[src/step_dir_pulse_ramp_generator_assert.svh]
// Assertion macros for the step/direction ramp generator.
// Included by the top level; relies on nothing else.
`ifndef STEP_DIR_PULSE_RAMP_GENERATOR_ASSERT_SVH
`define STEP_DIR_PULSE_RAMP_GENERATOR_ASSERT_SVH

// The consequent must hold in the same cycle as the antecedent.
`define SDP_ASSERT_NOW(label, clk, rst, ante, cons) \
   label: assert property (@(posedge clk) disable iff (rst) (ante) |-> (cons)) \
      else $error("step/dir generator assertion failed");

// The consequent must hold in the cycle after the antecedent.
`define SDP_ASSERT_NEXT(label, clk, rst, ante, cons) \
   label: assert property (@(posedge clk) disable iff (rst) (ante) |=> (cons)) \
      else $error("step/dir generator assertion failed");

`endif

[src/sdp_pkg.sv]
// Shared types and constants for the step/direction ramp generator.
// Used by the top level and the serial arithmetic units; depends on nothing.
package sdp_pkg;

   localparam int FRAC_BITS = 16;
   localparam int DIV_WIDTH = 64;
   localparam int DIVISOR_WIDTH = 49;
   localparam int MUL_WIDTH = 32;
   localparam logic [31:0] US_PER_S = 32'd1000000;
   localparam logic [19:0] INTERVAL_MAX = 20'hFFFFF;

   localparam logic [1:0] CSR_PPR = 2'd0;
   localparam logic [1:0] CSR_MAX_VEL = 2'd1;
   localparam logic [1:0] CSR_MIN_FREQ = 2'd2;
   localparam logic [1:0] CSR_ACCEL = 2'd3;

   typedef struct packed {
      logic               mode;
      logic signed [31:0] target_velocity;
      logic [31:0]        now_us;
   } sdp_req_type;

   typedef struct packed {
      logic               pulse_level;
      logic               direction_level;
      logic [19:0]        edge_interval_us;
      logic               interval_valid;
      logic               is_stopped;
      logic               at_max_velocity;
      logic signed [31:0] actual_velocity;
   } sdp_rsp_type;

endpackage

[src/sdp_div.sv]
// Restoring divider that produces one quotient bit per cycle.
// Uses widths from sdp_pkg; a zero divisor yields an all-ones quotient.
module sdp_div import sdp_pkg::*; (
   input  logic                     clock,
   input  logic                     reset,
   input  logic                     start,
   input  logic [DIV_WIDTH-1:0]     dividend,
   input  logic [DIVISOR_WIDTH-1:0] divisor,
   output logic                     done,
   output logic [DIV_WIDTH-1:0]     quotient
);

   localparam int CNT_W = $clog2(DIV_WIDTH);

   logic [DIV_WIDTH-1:0]     dq_ff;
   logic [DIVISOR_WIDTH-1:0] rem_ff;
   logic [DIVISOR_WIDTH-1:0] den_ff;
   logic [CNT_W-1:0]         cnt_ff;
   logic                     busy_ff;
   logic                     done_ff;
   logic [DIVISOR_WIDTH:0]   trial;
   logic [DIVISOR_WIDTH:0]   diff;
   logic                     ge;

   assign trial = {rem_ff, dq_ff[DIV_WIDTH-1]};
   assign ge = trial >= {1'b0, den_ff};
   assign diff = trial - {1'b0, den_ff};

   always_ff @(posedge clock) begin
      if (reset) begin
         busy_ff <= 1'b0;
         done_ff <= 1'b0;
         cnt_ff <= '0;
      end else begin
         done_ff <= 1'b0;
         if (start) begin
            busy_ff <= 1'b1;
            cnt_ff <= '0;
         end else if (busy_ff) begin
            cnt_ff <= cnt_ff + 1'b1;
            if (cnt_ff == CNT_W'(DIV_WIDTH - 1)) begin
               busy_ff <= 1'b0;
               done_ff <= 1'b1;
            end
         end
      end
   end

   always_ff @(posedge clock) begin
      if (start) begin
         dq_ff <= dividend;
         rem_ff <= '0;
         den_ff <= divisor;
      end else if (busy_ff) begin
         rem_ff <= ge ? diff[DIVISOR_WIDTH-1:0] : trial[DIVISOR_WIDTH-1:0];
         dq_ff <= {dq_ff[DIV_WIDTH-2:0], ge};
      end
   end

   assign done = done_ff;
   assign quotient = dq_ff;

endmodule

[src/sdp_mul.sv]
// Shift-and-add multiplier that consumes one multiplier bit per cycle.
// Uses widths from sdp_pkg.
module sdp_mul import sdp_pkg::*; (
   input  logic                   clock,
   input  logic                   reset,
   input  logic                   start,
   input  logic [MUL_WIDTH-1:0]   mcand,
   input  logic [MUL_WIDTH-1:0]   mplier,
   output logic                   done,
   output logic [2*MUL_WIDTH-1:0] product
);

   localparam int CNT_W = $clog2(MUL_WIDTH);

   logic [2*MUL_WIDTH-1:0] prod_ff;
   logic [MUL_WIDTH-1:0]   mcand_ff;
   logic [CNT_W-1:0]       cnt_ff;
   logic                   busy_ff;
   logic                   done_ff;
   logic [MUL_WIDTH:0]     sum;

   assign sum = {1'b0, prod_ff[2*MUL_WIDTH-1:MUL_WIDTH]}
              + (prod_ff[0] ? {1'b0, mcand_ff} : '0);

   always_ff @(posedge clock) begin
      if (reset) begin
         busy_ff <= 1'b0;
         done_ff <= 1'b0;
         cnt_ff <= '0;
      end else begin
         done_ff <= 1'b0;
         if (start) begin
            busy_ff <= 1'b1;
            cnt_ff <= '0;
         end else if (busy_ff) begin
            cnt_ff <= cnt_ff + 1'b1;
            if (cnt_ff == CNT_W'(MUL_WIDTH - 1)) begin
               busy_ff <= 1'b0;
               done_ff <= 1'b1;
            end
         end
      end
   end

   always_ff @(posedge clock) begin
      if (start) begin
         prod_ff <= {{MUL_WIDTH{1'b0}}, mplier};
         mcand_ff <= mcand;
      end else if (busy_ff) begin
         prod_ff <= {sum, prod_ff[MUL_WIDTH-1:1]};
      end
   end

   assign done = done_ff;
   assign product = prod_ff;

endmodule

[src/step_dir_pulse_ramp_generator.sv]
// Step/direction pulse generator with a linear velocity ramp (top level).
// Depends on sdp_pkg, sdp_div, sdp_mul and the assertion macro header.
//
//   channel  direction  handshake               payload
//   req      in         req_valid / req_stall   req_data (sdp_req_type)
//   rsp      out        rsp_valid / rsp_stall   rsp_data (sdp_rsp_type)
//   csr      in         csr_write_enable        csr_index, csr_write_data
//
// A target item or an edge item with the pulse high needs only the minimum velocity division.
// An edge item with the pulse low runs, in order, the minimum velocity division,
// the step product and division, the denominator product for a running generator only,
// and the interval division, all one bit per cycle.
// One item is in work at a time; the next is taken while a result waits.
// Reset is synchronous and restores the register defaults.
module step_dir_pulse_ramp_generator import sdp_pkg::*; (
   input  logic        clock,
   input  logic        reset,
   input  logic        req_valid,
   output logic        req_stall,
   input  sdp_req_type req_data,
   output logic        rsp_valid,
   input  logic        rsp_stall,
   output sdp_rsp_type rsp_data,
   input  logic        csr_write_enable,
   input  logic [1:0]  csr_index,
   input  logic [30:0] csr_write_data
);

`include "step_dir_pulse_ramp_generator_assert.svh"

   localparam logic [2:0] S_IDLE  = 3'd0;
   localparam logic [2:0] S_MINV  = 3'd1;
   localparam logic [2:0] S_STEPM = 3'd2;
   localparam logic [2:0] S_STEPD = 3'd3;
   localparam logic [2:0] S_DENM  = 3'd4;
   localparam logic [2:0] S_INTD  = 3'd5;
   localparam logic [2:0] S_FIN   = 3'd6;

   logic [15:0] ppr_ff, minf_ff;
   logic [30:0] maxv_ff, accel_ff;

   logic [2:0]         state_ff, state_in;
   sdp_req_type        item_ff, item_in;
   logic signed [31:0] target_ff, target_in;
   logic signed [31:0] actual_ff, actual_in;
   logic               pulse_ff, pulse_in;
   logic               dir_ff, dir_in;
   logic               stopped_ff, stopped_in;
   logic [31:0]        last_ff, last_in;
   logic [31:0]        minv_ff, minv_in;
   logic [19:0]        interval_ff, interval_in;
   logic               ivalid_ff, ivalid_in;
   logic               rsp_valid_ff, rsp_valid_in;
   sdp_rsp_type        rsp_ff, rsp_in;

   logic                     div_start, div_done, mul_start, mul_done;
   logic [DIV_WIDTH-1:0]     div_dividend, div_quot;
   logic [DIVISOR_WIDTH-1:0] div_divisor;
   logic [MUL_WIDTH-1:0]     mul_mcand, mul_mplier;
   logic [2*MUL_WIDTH-1:0]   mul_prod;

   logic [15:0]        ppr_eff;
   logic [31:0]        abs_actual, abs_req, abs_new, elapsed;
   logic signed [32:0] max_ext;
   logic signed [32:0] ramp_diff;
   logic signed [31:0] ramp_a;

   sdp_div u_div (
      .clock(clock), .reset(reset), .start(div_start), .dividend(div_dividend),
      .divisor(div_divisor), .done(div_done), .quotient(div_quot)
   );

   sdp_mul u_mul (
      .clock(clock), .reset(reset), .start(mul_start), .mcand(mul_mcand),
      .mplier(mul_mplier), .done(mul_done), .product(mul_prod)
   );

   assign ppr_eff = (ppr_ff == 16'd0) ? 16'd1 : ppr_ff;
   assign abs_actual = actual_ff[31] ? 32'(-actual_ff) : 32'(actual_ff);
   assign abs_req = item_ff.target_velocity[31] ? 32'(-item_ff.target_velocity)
                                                : 32'(item_ff.target_velocity);
   assign max_ext = {2'b00, maxv_ff};
   assign elapsed = item_ff.now_us - last_ff;

   // Ramp toward the target, clamped so the step never passes it.
   always_comb begin
      ramp_a = actual_ff;
      ramp_diff = '0;
      if (actual_ff < target_ff) begin
         ramp_diff = 33'(target_ff) - 33'(actual_ff);
         if (div_quot >= 64'(ramp_diff)) begin
            ramp_a = target_ff;
         end else begin
            ramp_a = actual_ff + signed'(div_quot[31:0]);
         end
      end else if (actual_ff > target_ff) begin
         ramp_diff = 33'(actual_ff) - 33'(target_ff);
         if (div_quot >= 64'(ramp_diff)) begin
            ramp_a = target_ff;
         end else begin
            ramp_a = actual_ff - signed'(div_quot[31:0]);
         end
      end
   end
   assign abs_new = ramp_a[31] ? 32'(-ramp_a) : 32'(ramp_a);

   always_comb begin
      state_in = state_ff;
      item_in = item_ff;
      target_in = target_ff;
      actual_in = actual_ff;
      pulse_in = pulse_ff;
      dir_in = dir_ff;
      stopped_in = stopped_ff;
      last_in = last_ff;
      minv_in = minv_ff;
      interval_in = interval_ff;
      ivalid_in = ivalid_ff;
      rsp_valid_in = rsp_valid_ff && rsp_stall;
      rsp_in = rsp_ff;
      div_start = 1'b0;
      div_dividend = 64'({minf_ff, {FRAC_BITS{1'b0}}});
      div_divisor = DIVISOR_WIDTH'(ppr_eff);
      mul_start = 1'b0;
      mul_mcand = {1'b0, accel_ff};
      mul_mplier = elapsed;

      unique case (state_ff)
         S_IDLE: begin
            if (req_valid) begin
               item_in = req_data;
               interval_in = '0;
               ivalid_in = 1'b0;
               div_start = 1'b1;
               state_in = S_MINV;
            end
         end
         S_MINV: begin
            if (div_done) begin
               minv_in = div_quot[31:0];
               if (!item_ff.mode) begin
                  if (33'(item_ff.target_velocity) > max_ext) begin
                     target_in = 32'(max_ext);
                  end else if (33'(item_ff.target_velocity) < -max_ext) begin
                     target_in = 32'(-max_ext);
                  end else if (abs_req < div_quot[31:0]) begin
                     target_in = '0;
                  end else begin
                     target_in = item_ff.target_velocity;
                  end
                  state_in = S_FIN;
               end else if (pulse_ff) begin
                  pulse_in = stopped_ff ? 1'b0 : ~pulse_ff;
                  dir_in = stopped_ff ? 1'b0 : (actual_ff > 0);
                  state_in = S_FIN;
               end else begin
                  last_in = item_ff.now_us;
                  mul_start = 1'b1;
                  state_in = S_STEPM;
               end
            end
         end
         S_STEPM: begin
            if (mul_done) begin
               div_dividend = mul_prod;
               div_divisor = DIVISOR_WIDTH'(US_PER_S);
               div_start = 1'b1;
               state_in = S_STEPD;
            end
         end
         S_STEPD: begin
            if (div_done) begin
               if (abs_new >= minv_ff) begin
                  actual_in = ramp_a;
                  stopped_in = 1'b0;
                  mul_mcand = abs_new;
                  mul_mplier = 32'(ppr_eff);
                  mul_start = 1'b1;
                  state_in = S_DENM;
               end else begin
                  actual_in = '0;
                  stopped_in = 1'b1;
                  pulse_in = 1'b0;
                  dir_in = 1'b0;
                  div_dividend = 64'(US_PER_S);
                  div_divisor = DIVISOR_WIDTH'({minf_ff, 1'b0});
                  div_start = 1'b1;
                  state_in = S_INTD;
               end
            end
         end
         S_DENM: begin
            if (mul_done) begin
               div_dividend = 64'(US_PER_S) << FRAC_BITS;
               div_divisor = {mul_prod[DIVISOR_WIDTH-2:0], 1'b0};
               div_start = 1'b1;
               state_in = S_INTD;
            end
         end
         S_INTD: begin
            if (div_done) begin
               interval_in = (div_quot > 64'(INTERVAL_MAX)) ? INTERVAL_MAX
                                                            : div_quot[19:0];
               ivalid_in = 1'b1;
               pulse_in = stopped_ff ? 1'b0 : ~pulse_ff;
               dir_in = stopped_ff ? 1'b0 : (actual_ff > 0);
               state_in = S_FIN;
            end
         end
         S_FIN: begin
            if (!rsp_valid_ff || !rsp_stall) begin
               rsp_valid_in = 1'b1;
               rsp_in.pulse_level = pulse_ff;
               rsp_in.direction_level = dir_ff;
               rsp_in.edge_interval_us = interval_ff;
               rsp_in.interval_valid = ivalid_ff;
               rsp_in.is_stopped = stopped_ff;
               rsp_in.at_max_velocity = abs_actual >= {1'b0, maxv_ff};
               rsp_in.actual_velocity = actual_ff;
               state_in = S_IDLE;
            end
         end
         default: begin
            state_in = S_IDLE;
         end
      endcase
   end

   always_ff @(posedge clock) begin
      if (reset) begin
         ppr_ff <= 16'd1000;
         maxv_ff <= 31'd655360;
         minf_ff <= 16'd100;
         accel_ff <= 31'd655360;
         state_ff <= S_IDLE;
         target_ff <= '0;
         actual_ff <= '0;
         pulse_ff <= 1'b0;
         dir_ff <= 1'b0;
         stopped_ff <= 1'b1;
         last_ff <= '0;
         rsp_valid_ff <= 1'b0;
      end else begin
         if (csr_write_enable) begin
            unique case (csr_index)
               CSR_PPR:      ppr_ff <= csr_write_data[15:0];
               CSR_MAX_VEL:  maxv_ff <= csr_write_data;
               CSR_MIN_FREQ: minf_ff <= csr_write_data[15:0];
               CSR_ACCEL:    accel_ff <= csr_write_data;
               default:      ppr_ff <= ppr_ff;
            endcase
         end
         state_ff <= state_in;
         target_ff <= target_in;
         actual_ff <= actual_in;
         pulse_ff <= pulse_in;
         dir_ff <= dir_in;
         stopped_ff <= stopped_in;
         last_ff <= last_in;
         rsp_valid_ff <= rsp_valid_in;
      end
   end

   always_ff @(posedge clock) begin
      item_ff <= item_in;
      minv_ff <= minv_in;
      interval_ff <= interval_in;
      ivalid_ff <= ivalid_in;
      rsp_ff <= rsp_in;
   end

   assign req_stall = (state_ff != S_IDLE);
   assign rsp_valid = rsp_valid_ff;
   assign rsp_data = rsp_ff;

   `SDP_ASSERT_NOW(a_stop_zero_vel, clock, reset,
      rsp_valid_ff && rsp_ff.is_stopped, rsp_ff.actual_velocity == 0)
   `SDP_ASSERT_NOW(a_stop_pulse_low, clock, reset,
      stopped_ff, !pulse_ff && !dir_ff)
   `SDP_ASSERT_NEXT(a_accept_starts, clock, reset,
      req_valid && !req_stall, state_ff == S_MINV)

endmodule
[config.mk]
export PLATFORM = sky130hd
export DESIGN_NAME = step_dir_pulse_ramp_generator
export DESIGN_NICKNAME = d
export VERILOG_FILES = /design/src/sdp_pkg.sv /design/src/sdp_div.sv /design/src/sdp_mul.sv /design/src/step_dir_pulse_ramp_generator.sv
export VERILOG_INCLUDE_DIRS = /design/src /design/src/src
export SDC_FILE = /design/constraint.sdc
export NUM_CORES = 2
export LEC_CHECK = 0
export BUFFER_PORTS_ARGS = -buffer_cell sky130_fd_sc_hd__buf_2
export CELL_PAD_IN_SITES_DETAIL_PLACEMENT = 1
export CELL_PAD_IN_SITES_GLOBAL_PLACEMENT = 1
export CORE_MARGIN = 5
export CORE_UTILIZATION = 50
export CTS_BUF_LIST = sky130_fd_sc_hd__clkbuf_2
export CTS_CLUSTER_DIAMETER = 40
export DETAILED_ROUTE_END_ITERATION = 8
export PLACE_DENSITY_LB_ADDON = 0.1
export SYNTH_ARGS = -nofsm -noshare
export SYNTH_HDL_FRONTEND = slang
export SYNTH_SLANG_ARGS = --single-unit
[constraint.sdc]
create_clock -name clock -period 13.71 [get_ports clock]
set_input_delay 2.742 -clock clock [delete_from_list [all_inputs] [get_ports clock]]
set_output_delay 2.742 -clock clock [all_outputs]
set_load 0.02 [all_outputs]
==> Word-level counts from Yosys, hierarchy flattened <==
Index checks and enable logic that the tools add are counted.
{ "word_totals": {"regBits": 645, "latch_bits": 0, "ram_bits": 0, "rom_bits": 0, "wordCells": 207, "memories": 0} }
{ "classes": {"n_addsub": 13, "multipliers": 0, "div_mod_pow": 0, "n_lt_le_gt_ge": 12, "n_eq_ne": 21, "shifts": 0, "muxes": 87, "n_bitwise": 4, "n_reduce_logical": 32} }
{ "op_table": {"columns": ["op", "count"], "rows": [
  ["$mux 32", 19],
  ["$mux 64", 3],
  ["$pmux 64 s3", 1],
  ["$pmux 49 s3", 1],
  ["$ge 64x64->1", 2],
  ["$mux 49", 2],
  ["$neg 32->32", 3],
  ["$mux 31", 3],
  ["$mux 20", 4],
  ["$sub 32x32->33", 2],
  ["$gt 32x32->1", 2],
  ["$gt 64x20->1 const B", 1],
  ["$lt 32x32->1", 2],
  ["$sub 32x32->32", 2],
  ["$ge 50x49->1", 1],
  ["$sub 49x49->49", 1],
  ["$pmux 20 s2", 1],
  ["$mux 36", 1],
  ["$mux 1", 34],
  ["$mux 17", 2],
  ["$add 32x32->33", 1],
  ["$lt 32x33->1", 1],
  ["$neg 31->33", 1],
  ["$add 32x32->32", 1],
  ["other kinds (35)", 78]
]} }

==> Logic depth before layout (Yosys ltp) <==
{ "depth": {"word_depth": 12, "depth_mapped": 51} }

==> Hierarchy <==
A second synthesis with hierarchy kept.
{ "hier_totals": {"cells_unflattened": 5593, "hier_area_um2": 48286.3} }
{ "modules_own_cells": {"columns": ["module", "instances", "cells_each", "area_per_inst_um2"], "rows": [
  ["step_dir_pulse_ramp_generator", 1, 4085, 32816.5],
  ["sdp_div", 1, 962, 9795.6],
  ["sdp_mul", 1, 546, 5674.2]
]} }

==> Least setup slack after synthesis <==
No wires, ideal clock.
{ "synth_timing": {"kind": "register -> register", "startpoint": "register actual_ff[1]", "endpoint": "register u_div.dq_ff[16] (netlist: u_div.quotient[16]), data pin", "setup_time_ns": 0.342, "arrival_ns": 10.519, "required_ns": 13.368, "path_slack_ns": 2.849, "stages_incl_launch_ff": 48, "synth_period_minus_slack_ns": 10.861, "cell_sequence": "dfxtp_1 > ha_1 > nor2b_1 > o21ai_0 > a21oi_1 > o21ai_0 > a21oi_1 > o21ai_0 > a21oi_1 > o21ai_0 > a21boi_0 > o21ai_0 > nor2_1 > o41ai_1 > o31ai_1 > xnor2_1 > ha_1 > nand4_1 > [12 not listed] > nor2_1 > a21oi_1 > ha_1 > a21o_1 > a21o_1 > a21o_1 > a21o_1 > a21o_1 > a21o_1 > a211oi_1 > o2111ai_1 > a211oi_1 > and2_1 > clkbuf_1 > nor2_1 > inv_1 > buf_1 > a21oi_1"} }
{ "synth_via": {"elab_chain_len": 12, "word_cells_on_any_way": 22, "cone_classes": "add/sub (5); order compare (5); mux (12)"} }
{ "synth_rtl": {"columns": ["element", "line", "rtl"], "rows": [
  ["from (decl)", "step_dir_pulse_ramp_generator.sv:45", "logic signed [31:0] actual_ff, actual_in;"],
  ["from (signal assigned)", "step_dir_pulse_ramp_generator.sv:255", "actual_ff <= actual_in;"],
  ["$sub 32x32->33", "step_dir_pulse_ramp_generator.sv:97", "ramp_diff = 33'(actual_ff) - 33'(target_ff);"],
  ["$ge 64x64->1", "step_dir_pulse_ramp_generator.sv:98", "if (div_quot >= 64'(ramp_diff)) begin"],
  ["$mux 32", "step_dir_pulse_ramp_generator.sv:98", null],
  ["$mux 32", "step_dir_pulse_ramp_generator.sv:96", "end else if (actual_ff > target_ff) begin"],
  ["$mux 32 (*)", "step_dir_pulse_ramp_generator.sv:89", "if (actual_ff < target_ff) begin"],
  ["$neg 32->32", "step_dir_pulse_ramp_generator.sv:105", "assign abs_new = ramp_a[31] ? 32'(-ramp_a) : 32'(ramp_a);"],
  ["$mux 32 (*)", "step_dir_pulse_ramp_generator.sv:105", null],
  ["$ge 32x32->1 (*)", "step_dir_pulse_ramp_generator.sv:173", "if (abs_new >= minv_ff) begin"],
  ["$mux 1 (*)", "step_dir_pulse_ramp_generator.sv:173", null],
  ["$mux 1 (*)", "step_dir_pulse_ramp_generator.sv:172", "if (div_done) begin"],
  ["$pmux 1 s3 (*)", "step_dir_pulse_ramp_generator.sv:128", "unique case (state_ff)"],
  ["named net div_start", "step_dir_pulse_ramp_generator.sv:56", "logic div_start, div_done, mul_start, mul_done;"],
  ["$mux 64 (*)", "sdp_div.sv:50", "if (start) begin"],
  ["to (signal assigned)", "sdp_div.sv:51", "dq_ff <= dividend;"],
  ["to (signal assigned)", "sdp_div.sv:56", "dq_ff <= {dq_ff[DIV_WIDTH-2:0], ge};"],
  ["to (decl)", "sdp_div.sv:15", "logic [DIV_WIDTH-1:0] dq_ff;"]
]} }
Mark *: on every way through the listed nets, which the timed path passes. The rest lies on a longest branch.
A chain may end at the register's enable or synchronous reset.

==> Worst setup path in the final report <==
{ "layout_timing": {"startpoint": "register actual_ff[1]", "endpoint": "register u_div.dq_ff[52] (netlist: u_div.quotient[52]), enable pin"} }
{ "layout_via": {"elab_chain_len": 12, "word_cells_on_any_way": 19, "cone_classes": "add/sub (5); order compare (5); mux (8); reduce/logical (1)"} }
{ "layout_rtl": {"columns": ["element", "line"], "rows": [
  ["$sub 32x32->33", "step_dir_pulse_ramp_generator.sv:97"],
  ["$ge 64x64->1", "step_dir_pulse_ramp_generator.sv:98"],
  ["$mux 32", "step_dir_pulse_ramp_generator.sv:98"],
  ["$mux 32", "step_dir_pulse_ramp_generator.sv:96"],
  ["$mux 32 (*)", "step_dir_pulse_ramp_generator.sv:89"],
  ["$neg 32->32", "step_dir_pulse_ramp_generator.sv:105"],
  ["$mux 32 (*)", "step_dir_pulse_ramp_generator.sv:105"],
  ["$ge 32x32->1 (*)", "step_dir_pulse_ramp_generator.sv:173"],
  ["$mux 1 (*)", "step_dir_pulse_ramp_generator.sv:173"],
  ["$mux 1 (*)", "step_dir_pulse_ramp_generator.sv:172"],
  ["$pmux 1 s3 (*)", "step_dir_pulse_ramp_generator.sv:128"],
  ["$reduce_bool 2->1 (no source line) (*)", null]
]} }
Every way passes the cells marked *; elsewhere a longest branch is shown, timed or not.

==> out/summary.txt <==
Routed Antenna Nets -> 0
Mux contribution to synthesized area -> 1.924%
Tightest Hold Check Type -> register to register
Clock Latency Late Sink -> 1.58 ns
Vias/cell -> 6.385
Max Cap Viol -> 0
Core Util, Final -> 54.62%
Run status -> finished clean
CTS Buf Count -> 180
Final setup vio count -> 0
Sequential area share after synthesis -> 35.65%
RSZ-0062 raised after global routing -> no
Hold WS -> 0.4232 ns
Worst vdd ir -> 0.08312 mV
CP dominant cell by count -> o21ai_0
Least-Margin Pin Slew -> 1.277 ns
Synthesized flop and latch total -> 645
Die width -> 313.6 um
Count of unique library cells instantiated by Yosys -> 87
CP Data Arrival Time -> 14.01 ns
Number of H-tree levels -> 4
Power Density -> 99.26 nW/um^2
Area delta synth->final -> 8.449%
Startpoint Class -> register
Overall routing resource usage -> 36.43%
Combinational share of power -> 22.9%
Final period utilization -> 93.30%
Crit path kind -> register to register
Syn nets -> 5895
Die ar. -> 98370 sq um
CTS Hold Bufs -> 0
Clock root buffer -> clkbuf_2
Post-CTS Setup Inserts -> 0
Share of layout cells above drive strength 1 -> 11.46%
Cells after synthesis -> 5319
Max Slew Vio Count -> 0
Crit. End Element -> register
Post-synth EDFFs -> 352
Initial Util -> 50.37%
Initial antenna violation count -> 16
Mean post-synth cell area -> 8.667 sq um
Power Internal -> 0.003194 W
Final number of hold-violating endpoints -> 0
PortBufs -> 161
Post-Syn Area -> 46100 sq um
Most common cell after layout, fill and taps aside -> a21oi_1
Post-Synth Adder-Cell Area -> 12.95%
Synth Warn # -> 0
Combinational family with the most area after synthesis -> compound AO/OA/AOI/OAI gates
Routed WL -> 184.6 mm
Setup tns final -> 0 ns
Fraction of registers with async set/reset -> 0%
Fmax achieved -> 78.18 MHz
HPWL Detailed -> 143.0 mm
Clock Power Share -> 31.2%
Slowest-stage cell, CP -> o41ai_1
Switching share of power -> 35.64%
Row count -> 111
XOR/XNOR Fraction of Synth Area -> 5.928%
Ys flop type -> edfxtp_1
Data required, critical path -> 14.93 ns
Clock slew at reported path FFs -> 0.10 ns
I/O pin count -> 162
CP Max Fanout -> 36
Nets -> 6071
Longest Clk Path Bufs -> 3
DR WL/cell -> 26.97 um
CTS tree -> done
P_sw -> 0.001769 W
Clock sink count -> 645
Pin count of the biggest net entering global routing -> 105
Core box area -> 91520 sq um
First-pass DRT Iterations -> 6
Period minus WS final -> 12.79 ns
Post-route clock skew -> 0.1021 ns
1st-iter DRT viols -> 4309
DRC -> 0
Die height -> 313.6 um
Vias in the first global route -> 43370
LEAKAGE -> 20.90 nW
Tot Pwr -> 0.004963 W
Flop pwr share -> 45.9%
Max incr delay on CP -> 0.80 ns
Post-CTS sizing -> 0
Compound-gate portion of the synthesized area -> 21.52%
Relative slew slack -> 14.56%
GPL Wtd Cong -> 1.022
Most frequent cells in the layout -> a21oi_1 (536), nand2_1 (532), ha_1 (466)
DR vias -> 43690
Post-Synth Simple-Gate Area -> 16.87%
Grt total ovfl -> 0
First-pass GRT wire length -> 273.7 mm
[metrics by stage]
| step | std cells | instance area, sq um | setup WS [ns] |
|---|---|---|---|
| after global routing | 6834 | 49970 | 0.1861 |
| after CTS | 6830 | 49960 | 1.386 |
| after floorplan | 5319 | 46100 | 2.849 |
| after global placement | 6499 | 48200 | 1.730 |
| after detailed placement | 6499 | 48200 | 1.371 |
| final | 6843 | 49990 | 0.9187 |
[cells in the mapped netlist (71+ instances only)]
cell type  instances  area (sq um)
clkbuf_1         200         750.7
o21ai_0          324          1622
nand2_1          532          1997
xor2_1            83         727.0
a21o_1           121         908.4
nor3_1           119         595.6
ha_1             466          5831
a21oi_1          538          2693
nand3_1          100         500.5
edfxtp_1         352         10570
and2_1            71         444.2
dfxtp_1          293          5866
nand4_1           80         500.5
o21a_1            72         540.5
inv_1            345          1295
nor2_1           367          1378
xnor2_1          229          2006
[path summary, 6_finish.rpt]
path                                     start                            to  slack [ns]  cells past startpoint
setup / recovery     actual_ff[1]$_SDFFE_PP0P_  u_div.quotient[52]$_DFFE_PP_        0.92                     44
setup reg to reg     actual_ff[1]$_SDFFE_PP0P_  u_div.quotient[52]$_DFFE_PP_        0.92                     44
hold / removal    interval_ff[2]$_SDFFCE_PN0P_        rsp_data[37]$_DFFE_PP_        0.42                      0
hold reg to reg   interval_ff[2]$_SDFFCE_PN0P_        rsp_data[37]$_DFFE_PP_        0.42                      0
[cell families after synthesis]
family | Yosys count
AND/OR/NAND/NOR | 1618
flip-flops | 645
adder cells (fa/ha/maj) | 473
multiplexers | 84
buffers and inverters | 614
AO/OA/AOI/OAI | 1573
XOR/XNOR | 312
[worst max-delay path: cells and delay by family, from the launching register on]
| kind | cells | cell delay, ns |
|---|---|---|
| buffers and inverters | 2 | 0.48 |
| adder cells (fa/ha/maj) | 4 | 1.34 |
| AND/OR/NAND/NOR | 13 | 3.25 |
| multiplexers | 1 | 0.51 |
| XOR/XNOR | 2 | 0.41 |
| flip-flops | 1 | 0.71 |
| AO/OA/AOI/OAI | 22 | 5.73 |
[layer usage]
layer | part of all wire, % | GRT usage, % | vias up
met5 | 0.048 | 0 | -
met4 | 4.9 | 16.25 | 12
met3 | 9.9 | 8.438 | 455
met2 | 42 | 53.67 | 1943
met1 | 43 | 51.15 | 21530
li1 | - | - | 19750
[layout make-up]
cell class	count	area [sq um]
clock inverter	70	450.4
sequential	645	16440
timing repair buffer	260	1580
tap	1186	1484
antenna	13	32.53
multi-input combinational	4060	27400
clock buffer	261	1306
inverter	348	1306
fill	11030	41530
[power by group through the flow]
stage          clock [W]  sequential, W  combinational, W
2_1_floorplan          0        0.00226          0.000776
5_1_grt          0.00168        0.00228           0.00125
4_1_cts          0.00159        0.00227           0.00112
6_report         0.00155        0.00228           0.00114
3_5_place_dp           0        0.00232           0.00111
3_3_place_gp           0        0.00231           0.00108
[state kept, by name, indices dropped and copies added (netlist names), 49 cells and up]
signal	cells
u_mul.product	64
u_div.quotient	64
u_div.rem_ff	49
item_ff	65
rsp_data	57
u_div.den_ff	49
(Power assumes the default switching activity.)
